### src/rtl/core/lzwc_fifo.sv
// ----------------------------------------------------------------------------
// lzwc_fifo
// small register queue between the stages
// ----------------------------------------------------------------------------
`default_nettype none

module lzwc_fifo #(
    parameter int WIDTH = 9,
    parameter int DEPTH = 2
) (
    input  wire logic             aclk,
    input  wire logic             aresetn,
    input  wire logic             push,
    input  wire logic [WIDTH-1:0] push_data,
    output logic                  full,
    input  wire logic             pop,
    output logic      [WIDTH-1:0] pop_data,
    output logic                  empty
);
    localparam int PTR_W = (DEPTH > 1) ? $clog2(DEPTH) : 1;
    localparam int CNT_W = $clog2(DEPTH + 1);

    logic [WIDTH-1:0] store_reg [DEPTH];
    logic [PTR_W-1:0] wr_ptr_reg, rd_ptr_reg;
    logic [CNT_W-1:0] count_reg;
    logic             do_push, do_pop;

    assign full     = (count_reg == CNT_W'(DEPTH));
    assign empty    = (count_reg == '0);
    assign do_push  = push && !full;
    assign do_pop   = pop && !empty;
    assign pop_data = store_reg[rd_ptr_reg];

    always_ff @(posedge aclk) begin
        if (!aresetn) begin
            wr_ptr_reg <= '0;
            rd_ptr_reg <= '0;
            count_reg  <= '0;
        end else begin
            if (do_push) begin
                wr_ptr_reg <= (wr_ptr_reg == PTR_W'(DEPTH - 1)) ? '0 : wr_ptr_reg + 1'b1;
            end
            if (do_pop) begin
                rd_ptr_reg <= (rd_ptr_reg == PTR_W'(DEPTH - 1)) ? '0 : rd_ptr_reg + 1'b1;
            end
            if (do_push && !do_pop) begin
                count_reg <= count_reg + 1'b1;
            end else if (do_pop && !do_push) begin
                count_reg <= count_reg - 1'b1;
            end
        end
    end

    always_ff @(posedge aclk) begin
        if (do_push) begin
            store_reg[wr_ptr_reg] <= push_data;
        end
    end

endmodule

`default_nettype wire

### config.mk
export PLATFORM = sky130hd
export DESIGN_NAME = lzwc_fifo
export DESIGN_NICKNAME = d
export VERILOG_FILES = /design/src/rtl/core/lzwc_fifo.sv
export SDC_FILE = /design/constraint.sdc
export NUM_CORES = 1
export LEC_CHECK = 0
export BUFFER_PORTS_ARGS = -buffer_cell sky130_fd_sc_hd__buf_4
export CAP_MARGIN = 15
export CORE_MARGIN = 1.5
export CORE_UTILIZATION = 25
export DETAILED_ROUTE_END_ITERATION = 7
export GPL_TIMING_DRIVEN = 0
export HOLD_SLACK_MARGIN = 0.03
export PLACE_DENSITY = 0.43
export SLEW_MARGIN = 25
export SYNTH_ARGS = -nofsm -noshare
export SYNTH_HDL_FRONTEND = slang
export SYNTH_SLANG_ARGS = --single-unit
export TNS_END_PERCENT = 1
### constraint.sdc
create_clock -name aclk -period 2.1 [get_ports aclk]
set_clock_uncertainty 0.15 [all_clocks]
set_input_delay 0.21 -clock aclk [delete_from_list [all_inputs] [get_ports aclk]]
set_output_delay 0.21 -clock aclk [all_outputs]
set_load 0.1 [all_outputs]
==> reports/metrics.yaml, run 1 <==
finalSetupTns_ns: 0
crit_arrival_ns: 1.47
yosys-mux-area-fraction: 0.1151
r2r-start: "count_reg[0]$_SDFFE_PN0P_"
clock_sinks: 23
grt_max_degree: 14
slew_headroom: 0.4536
post_cts_buffers: 0
coreArea_um2: 3363
grt_use_total: 0.08375
path_delay_family: "buffers and inverters"
worst_slack_ns: 0.2745
critPathSlowestCell: "mux2_2"
htree_num_levels: 1
postCtsHoldBufs: 10
fin_cells: 136
ff2ff_path_depth: 3
r2r-end: "store_reg[0][7]$_DFFE_PP_"
rows: 21
netlist_area_um2: 880.8
cts_root_buf: "clkbuf_4"
period_minus_slack_ns: 1.825
die_x_um: 62.36
cp.required_ns: 1.74
max_stage_delay_ns: 0.37
path_buf_inv: 2
portBuffers: 23
cts-buffers-inserted: 3
die_h_um: 62.36
hold_viol: 0
synth-seq-area-share: 0.7273
cp_max_fo: 9
initialDrtViolationCount: 20
syn_nets: 67
largest_register_ffs: 18
num_vias: 522
outcome: "complete, no violations"
grt_pass1_wl_um: 2428
cp-end-kind: "primary output"
drtPass1Iterations: 3
synth_cells: 53
antenna_cells: 0
ios: 24
reg2reg_slack_ns: 0.28
synth_top_family_by_area: "multiplexers"
timing.final.crit_share: 0.8693
ant_nets: 0
dieArea_um2: 3889
maxCapViolCount: 0
cts.repair.resized: 0
drive_gt1_frac: 0.4333
synth_cell_types: 20
synth-seq-cells: 23
synth-simple-area-share: 0.06250
synthAdderAreaFrac: 0.01420
synth_compound_area_frac: 0.03693
cp-start-kind: "flop"
critical_path.cell_chain: "buf_2, mux2_2, buf_4"
min_to: "wr_ptr_reg$_SDFFE_PN0P_"
initial_utilization: 0.2619
worstHoldStart: "push"
place_ws_ns: 0.2406
finalSetupViolations: 0
rsz0062_at_grt: "no"
final_nets: 105
gp_congestion: 0.6394
wl_per_cell_um: 10.99
dp_cells: 122
min_path_cells: 3
cts_tree: "done"
yosys_warnings: 0
gr-total-overflow: 0
worst_slew_pin_slew_ns: 0.8151
hold_path_class: "in -> reg"
wl_um: 1494
drc_errors: 0
clkLatencyLatePin_ns: 0.30
layout.area.seq_um2: 640.6
dp_hpwl_um: 994.1
critPathKind: "reg -> out"
via_per_inst: 3.838
slew_violations: 0
grt_pass1_vias: 538
path_clk_slew_ns: 0.12
fillCellCount: 365
synth.avg_cell_area_um2: 16.62
clockBufferDepth: 2
antenna_found_initial: 0
fmax_ghz: 0.5478
yosys.area_share.xor_xnor: 0.02983
multi_input_area_um2: 227.7
synthToLayoutAreaGrowth_pct: 40.63
-- stage by stage --
step	util	cell area [µm²]	hold WS (ns)
6_report	0.3683	1239	0.1072
5_1_grt	0.3683	1239	0.1016
4_1_cts	0.3683	1239	0.09499
3_5_place_dp	0.3304	1111	0.2482
3_3_place_gp	0.3304	1111	0.2457
2_1_floorplan	-	880.8	0.1589
-- cells by family (layout without fill, tap and decap cells) --
logic type	Yosys count	count (layout)
flops	23	23
mux	9	9
buf+inv	3	40
simple gates	9	9
compound gates	5	5
xor+xnor	3	3
fa+ha+maj	1	1
-- worst reg2reg max path: stages (launching register included) --
cell and delay [ns]:
dfxtp_1 0.44, nand2b_1 0.19, inv_2 0.07, nor3_2 0.62
-- cell usage in the layout (no fill, tap or decap), drive strengths merged, types with 3 or more instances in the layout --
cell type     n
edfxtp       18
mux2          9
dlygate4sd3  10
and2          3
clkbuf        3
buf          24
dfxtp         5
-- cells in the mapped netlist --
library cell,n,area share
edfxtp_1,18,0.61
mux2_2,9,0.12
dfxtp_1,5,0.11
and2_1,3,0.021
nor2_1,2,0.0085
xnor2_1,2,0.020
a21boi_0,1,0.0085
a21boi_1,1,0.0085
and3_1,1,0.0071
buf_2,1,0.0057
ha_1,1,0.014
inv_1,1,0.0043
inv_2,1,0.0043
nand2b_1,1,0.0071
nor3_2,1,0.011
o21a_1,1,0.0085
o21ai_0,1,0.0057
o21ai_1,1,0.0057
or3_1,1,0.0071
xor2_1,1,0.0099
-- worst max path at each step --
stage                                end                       from  depth (start not counted)  slack, ns
6_report                     pop_data[3]                       flop                          3       0.27
5_1_grt        store_reg[0][7]$_DFFE_PP_  count_reg[0]$_SDFFE_PN0P_                          3       0.14
4_1_cts        store_reg[0][7]$_DFFE_PP_  count_reg[0]$_SDFFE_PN0P_                          3       0.23
3_5_place_dp   store_reg[0][4]$_DFFE_PP_  count_reg[0]$_SDFFE_PN0P_                          3       0.24
3_3_place_gp   store_reg[0][4]$_DFFE_PP_  count_reg[0]$_SDFFE_PN0P_                          3       0.25
2_1_floorplan  count_reg[1]$_SDFFE_PN0P_  count_reg[0]$_SDFFE_PN0P_                          6       0.12
-- per-layer routing --
layer	up-vias	share of wire	global-route usage
li1	266	-	-
met1	241	0.44	0.09313
met2	15	0.52	0.1522
met3	0	0.048	0.03804
met4	0	0	0.008333
met5	-	0	0
-- area by class of cell --
cell class	instances	area share
Multi-Input combinational cell	27	0.1838
Inverter	2	0.006061
Timing Repair Buffer	33	0.2202
Clock inverter	1	0.004040
Tap cell	46	0.04646
Clock buffer	3	0.01818
Buffer	1	0.004040
Sequential cell	23	0.5172
Power of run 1 is left out: the tool's default activity adds up to more than one toggle a clock period on the data nets, which glitch-free logic cannot reach.
==> run 2, diff against run 1 <==
- CTS_CLUSTER_SIZE: unset -> 16
- PLACE_DENSITY: 0.43 -> unset
==> run 2 against run 1 <==
Compared with the run above:
- sequential share of layout area up 0.052 points
- critical endpoint is now pop_data[8]
- wire length shrank 5.9%
- utilization about the same
- final area fell by 0.10%
- count of clock-buffer cells in the layout grew 1
- register-to-register slack improved by 0.02 ns
- worst hold slack better by 0.0081 ns
- largest cell class unchanged
- first-iteration DRC count decreased by 85%
- sequential cell count unchanged
- via count up 3.8%
- non-clock buffer count unchanged
- maximum frequency increased by 0.78%
==> reports/metrics.yaml, run 2 (synthesis gave the netlist of run 1 again) <==
outcome: "complete, no violations"  # unchanged
cts_tree: "done"  # unchanged
worst_slew_pin_slew_ns: 0.7974  # was 0.8151 ns
die_h_um: 62.36  # unchanged
ant_nets: 0  # unchanged
gp_congestion: 0.5877  # was 0.6394
grt_pass1_vias: 570  # was 538
wl_per_cell_um: 10.34  # was 10.99 µm
clockBufferDepth: 2  # unchanged
synthToLayoutAreaGrowth_pct: 40.48  # was 40.63%
max_stage_delay_ns: 0.37  # about the same
path_delay_family: "buffers and inverters"  # unchanged
rows: 21  # unchanged
timing.final.crit_share: 0.8625  # was 0.8693
finalSetupTns_ns: 0  # unchanged
antenna_found_initial: 0  # unchanged
wl_um: 1406  # was 1494 µm
via_per_inst: 3.985  # was 3.838
antenna_cells: 0  # unchanged
cp_max_fo: 9  # unchanged
critPathSlowestCell: "mux2_2"  # unchanged
clock_sinks: 23  # unchanged
cp-start-kind: "flop"  # unchanged
cp-end-kind: "primary output"  # unchanged
path_clk_slew_ns: 0.11  # was 0.12 ns
multi_input_area_um2: 227.7  # unchanged
grt_max_degree: 13  # was 14
initialDrtViolationCount: 3  # was 20
critical_path.cell_chain: "buf_2, mux2_2, buf_4"  # unchanged
crit_arrival_ns: 1.45  # was 1.47 ns
htree_num_levels: 1  # unchanged
drc_errors: 0  # unchanged
coreArea_um2: 3363  # unchanged
slew_headroom: 0.4655  # was 0.4536
num_vias: 542  # was 522
largest_register_ffs: 18  # unchanged
drtPass1Iterations: 2  # was 3
ios: 24  # unchanged
utilization: 0.3679  # was 0.3683
rsz0062_at_grt: "no"  # unchanged
maxCapViolCount: 0  # unchanged
cts-buffers-inserted: 3  # unchanged
dieArea_um2: 3889  # unchanged
period_minus_slack_ns: 1.811  # was 1.825 ns
die_x_um: 62.36  # unchanged
layout_commonest_cell: "buf_4"  # unchanged
fmax_ghz: 0.5521  # was 0.5478 GHz
hold_path_class: "in -> reg"  # unchanged
cts_root_buf: "clkbuf_4"  # unchanged
path_buf_inv: 2  # unchanged
layout_common_cells: "buf_4 (23), edfxtp_1 (18), dlygate4sd3_1 (10), mux2_2 (9), dfxtp_1 (5)"  # unchanged
finalSetupViolations: 0  # unchanged
clkLatencyLatePin_ns: 0.30  # about the same
portBuffers: 23  # unchanged
layout.area.seq_um2: 640.6  # unchanged
drive_gt1_frac: 0.4222  # was 0.4333
initial_utilization: 0.2619  # unchanged
cp.required_ns: 1.74  # about the same
grt_pass1_wl_um: 2442  # was 2428 µm
grt_use_total: 0.08288  # was 0.08375
critPathKind: "reg -> out"  # unchanged
gr-total-overflow: 0  # unchanged
fillCellCount: 353  # was 365
slew_violations: 0  # unchanged
hold_viol: 0  # unchanged
final_nets: 105  # unchanged
-- run 2: per-layer routing --
metal / track usage / wire length [µm]
met4: 0.04167 / 21
met5: 0 / 0
met1: 0.09281 / 548
met3: 0.02536 / 68
met2: 0.1427 / 768
-- run 2: final timing paths --
kind | start | to | slack [ns] | cells after the start
worst max-delay path | flop | pop_data[8] | 0.29 | 3
worst max register to register | count_reg[0]$_SDFFE_PN0P_ | store_reg[0][4]$_DFFE_PP_ | 0.30 | 3
worst min register to register | count_reg[1]$_SDFFE_PN0P_ | count_reg[1]$_SDFFE_PN0P_ | 0.40 | 2
worst min-delay path | push | wr_ptr_reg$_SDFFE_PN0P_ | 0.12 | 3
-- run 2: per-stage QoR --
step | worst slack, ns | hold slack, ns | std cells | instance area [µm²]
floorplan | 0.1243 | 0.1589 | 53 | 880.8
global placement | 0.2981 | 0.2462 | 122 | 1111
detailed placement | 0.2782 | 0.2492 | 122 | 1111
CTS | 0.2451 | 0.1081 | 136 | 1237
global route | 0.1671 | 0.1137 | 136 | 1237
finish | 0.2887 | 0.1153 | 136 | 1237
-- run 2: timing repair --
item | 4_1_cts | 5_1_grt
hold buffers | 10 | 0
hold endpoints to repair | 22 | 0
gates resized for setup | 0 | 0
buffers inserted | 0 | 0
-- run 2: area by class of cell --
type / count / share of cell area
sequential: 23 / 0.5177
timing repair buffer: 33 / 0.2204
multi-input combinational: 27 / 0.1840
tap: 46 / 0.04651
clock buffer: 4 / 0.02123
inverter: 2 / 0.006067
buffer: 1 / 0.004044
-- run 2: worst reg2reg max path, cell delays in order, from the launching register on --
cell and delay, ns:
dfxtp_1 0.44, nand2b_1 0.18, inv_2 0.06, nor3_2 0.60
Power of run 2 is left out for the same reason.
==> run 3, diff against run 2 <==
- BUFFER_PORTS_ARGS: -buffer_cell sky130_fd_sc_hd__buf_4 -> unset
- DONT_BUFFER_PORTS: unset -> 1
- TNS_END_PERCENT: 1 -> unset
==> run 3 against run 2 <==
Compared with the run above:
- non-clock buffer count down 22
- count of clock-buffer cells in the layout did not move
- wire length rose by 2.4%
- worst hold slack better by 0.026 ns
- first-iteration DRC count rose by 100%
- critical path depth up 3
- critical endpoint is now count_reg[1]$_SDFFE_PN0P_
- via count decreased by 15%
- die area is the same
- register-to-register slack worse by 0.17 ns
- sequential share of layout area is 7.0 points higher
- sequential cell count stayed put
- cell count is 16% lower
==> reports/metrics.yaml, run 3 (synthesis gave the netlist of run 1 again) <==
ios: 24  # unchanged
multi_input_area_um2: 239.0  # was 227.7 µm²
synthToLayoutAreaGrowth_pct: 24.01  # was 40.48%
critPathKind: "reg -> reg"  # was reg -> out
clock_sinks: 23  # unchanged
dieArea_um2: 3889  # unchanged
r2r-end: "count_reg[1]$_SDFFE_PN0P_"  # was store_reg[0][4]$_DFFE_PP_
clockBufferDepth: 2  # unchanged
hold_path_class: "in -> reg"  # unchanged
cp.required_ns: 2.18  # was 1.74 ns
coreArea_um2: 3363  # unchanged
gr-total-overflow: 0  # unchanged
place_ws_ns: -0.05442  # was 0.2782 ns
hold_viol: 0  # unchanged
initialDrtViolationCount: 6  # was 3
via_per_inst: 4.018  # was 3.985
reg2reg_slack_ns: 0.13  # was 0.30 ns
cp-end-kind: "flop"  # was primary output
initial_utilization: 0.2619  # unchanged
wl_um: 1440  # was 1406 µm
num_vias: 458  # was 542
cts_tree: "done"  # unchanged
grt_pass1_vias: 489  # was 570
worst_slew_pin_slew_ns: 1.056  # was 0.7974 ns
fmax_ghz: 0.5083  # was 0.5521 GHz
path_clk_slew_ns: 0.11  # about the same
htree_num_levels: 1  # unchanged
layout.area.seq_um2: 641.9  # was 640.6 µm²
finalSetupViolations: 0  # unchanged
clkLatencyLatePin_ns: 0.29  # was 0.30 ns
grt_max_degree: 13  # unchanged
rows: 21  # unchanged
layout_common_cells: "edfxtp_1 (18), dlygate4sd3_1 (11), mux2_2 (9), dfxtp_1 (4)"  # was buf_4 (23), edfxtp_1 (18), dlygate4sd3_1 (10), mux2_2 (9), dfxtp_1 (5)
gp_congestion: 0.5811  # was 0.5877
cp-start-kind: "flop"  # unchanged
drive_gt1_frac: 0.2647  # was 0.4222
crit_arrival_ns: 2.05  # was 1.45 ns
min_path_cells: 2  # was 3
largest_register_ffs: 18  # unchanged
layout_commonest_cell: "edfxtp_1"  # was buf_4
rsz0062_at_grt: "no"  # unchanged
ant_nets: 0  # unchanged
worstHoldStart: "push"  # unchanged
worst_slack_ns: 0.1325  # was 0.2887 ns
r2r-start: "count_reg[0]$_SDFFE_PN0P_"  # unchanged
grt_use_total: 0.08304  # was 0.08288
antenna_found_initial: 0  # unchanged
min_to: "store_reg[0][6]$_DFFE_PP_"  # was wr_ptr_reg$_SDFFE_PN0P_
maxCapViolCount: 0  # unchanged
dp_hpwl_um: 1003
grt_pass1_wl_um: 2415  # was 2442 µm
period_minus_slack_ns: 1.967  # was 1.811 ns
cts_root_buf: "clkbuf_4"  # unchanged
die_h_um: 62.36  # unchanged
outcome: "complete, no violations"  # unchanged
portBuffers: 0  # was 23
cts-buffers-inserted: 3  # unchanged
fillCellCount: 369  # was 353
antenna_cells: 0  # unchanged
timing.final.crit_share: 0.9369  # was 0.8625
drc_errors: 0  # unchanged
drtPass1Iterations: 2  # unchanged
wl_per_cell_um: 12.63  # was 10.34 µm
cp_max_fo: 5  # was 9
ff2ff_path_depth: 6  # was 3
final_nets: 83  # was 105
die_x_um: 62.36  # unchanged
slew_headroom: 0.2952  # was 0.4655
slew_violations: 0  # unchanged
run 3: critical path: stages (launching register included):
cell      delay, ns
dfxtp_2        0.41
nand2b_2       0.19
clkinv_4       0.21
nor2_1         0.18
ha_1           0.28
or3_1          0.35
a21boi_1       0.14
run 3: area by class of cell:
cell class / instances / area share
sequential: 23 / 0.5876
multi-input combinational: 27 / 0.2188
timing repair buffer: 11 / 0.1008
tap: 46 / 0.05269
clock buffer: 4 / 0.02405
inverter: 2 / 0.01145
buffer: 1 / 0.004582
run 3: stage by stage:
step	std cells	util	TNS, ns	hold slack, ns	instance area, µm²
detailed placement	99	0.2798	-0.5324	0.1589	940.9
finish	114	0.3248	0	0.1414	1092
global placement	99	0.2790	0	0.1590	938.4
global route	114	0.3248	0	0.1219	1092
CTS	114	0.3229	0	0.1340	1086
floorplan	53	-	0	0.1589	880.8
run 3: worst max path at each step:
| stage | end | from | depth (start not counted) | slack (ns) |
|---|---|---|---|---|
| floorplan | count_reg[1]$_SDFFE_PN0P_ | count_reg[0]$_SDFFE_PN0P_ | 6 | 0.12 |
| CTS | count_reg[1]$_SDFFE_PN0P_ | count_reg[0]$_SDFFE_PN0P_ | 6 | 0.05 |
| detailed placement | store_reg[0][7]$_DFFE_PP_ | count_reg[0]$_SDFFE_PN0P_ | 3 | -0.05 |
| finish | count_reg[1]$_SDFFE_PN0P_ | count_reg[0]$_SDFFE_PN0P_ | 6 | 0.13 |
| global route | count_reg[1]$_SDFFE_PN0P_ | count_reg[0]$_SDFFE_PN0P_ | 6 | 0.03 |
| global placement | store_reg[0][0]$_DFFE_PP_ | count_reg[0]$_SDFFE_PN0P_ | 3 | 0.06 |
run 3: routing by layer:
layer  vias to the layer above  wire (µm)  GRT usage  share of wire
met3                         2         66    0.02355          0.046
met5                         -          0          0              0
li1                        226          -          -              -
met2                        12        840     0.1495           0.58
met4                         0         12    0.04167         0.0083
met1                       218        520    0.08868           0.36
run 3: what timing repair did:
item | CTS | global route
hold buffers | 11 | 0
setup endpoints to repair | 10 | 1
setup buffers | 0 | 0
gates resized for setup | 2 | 4
hold endpoints to repair | 23 | 0
Power of run 3 is left out for the same reason.
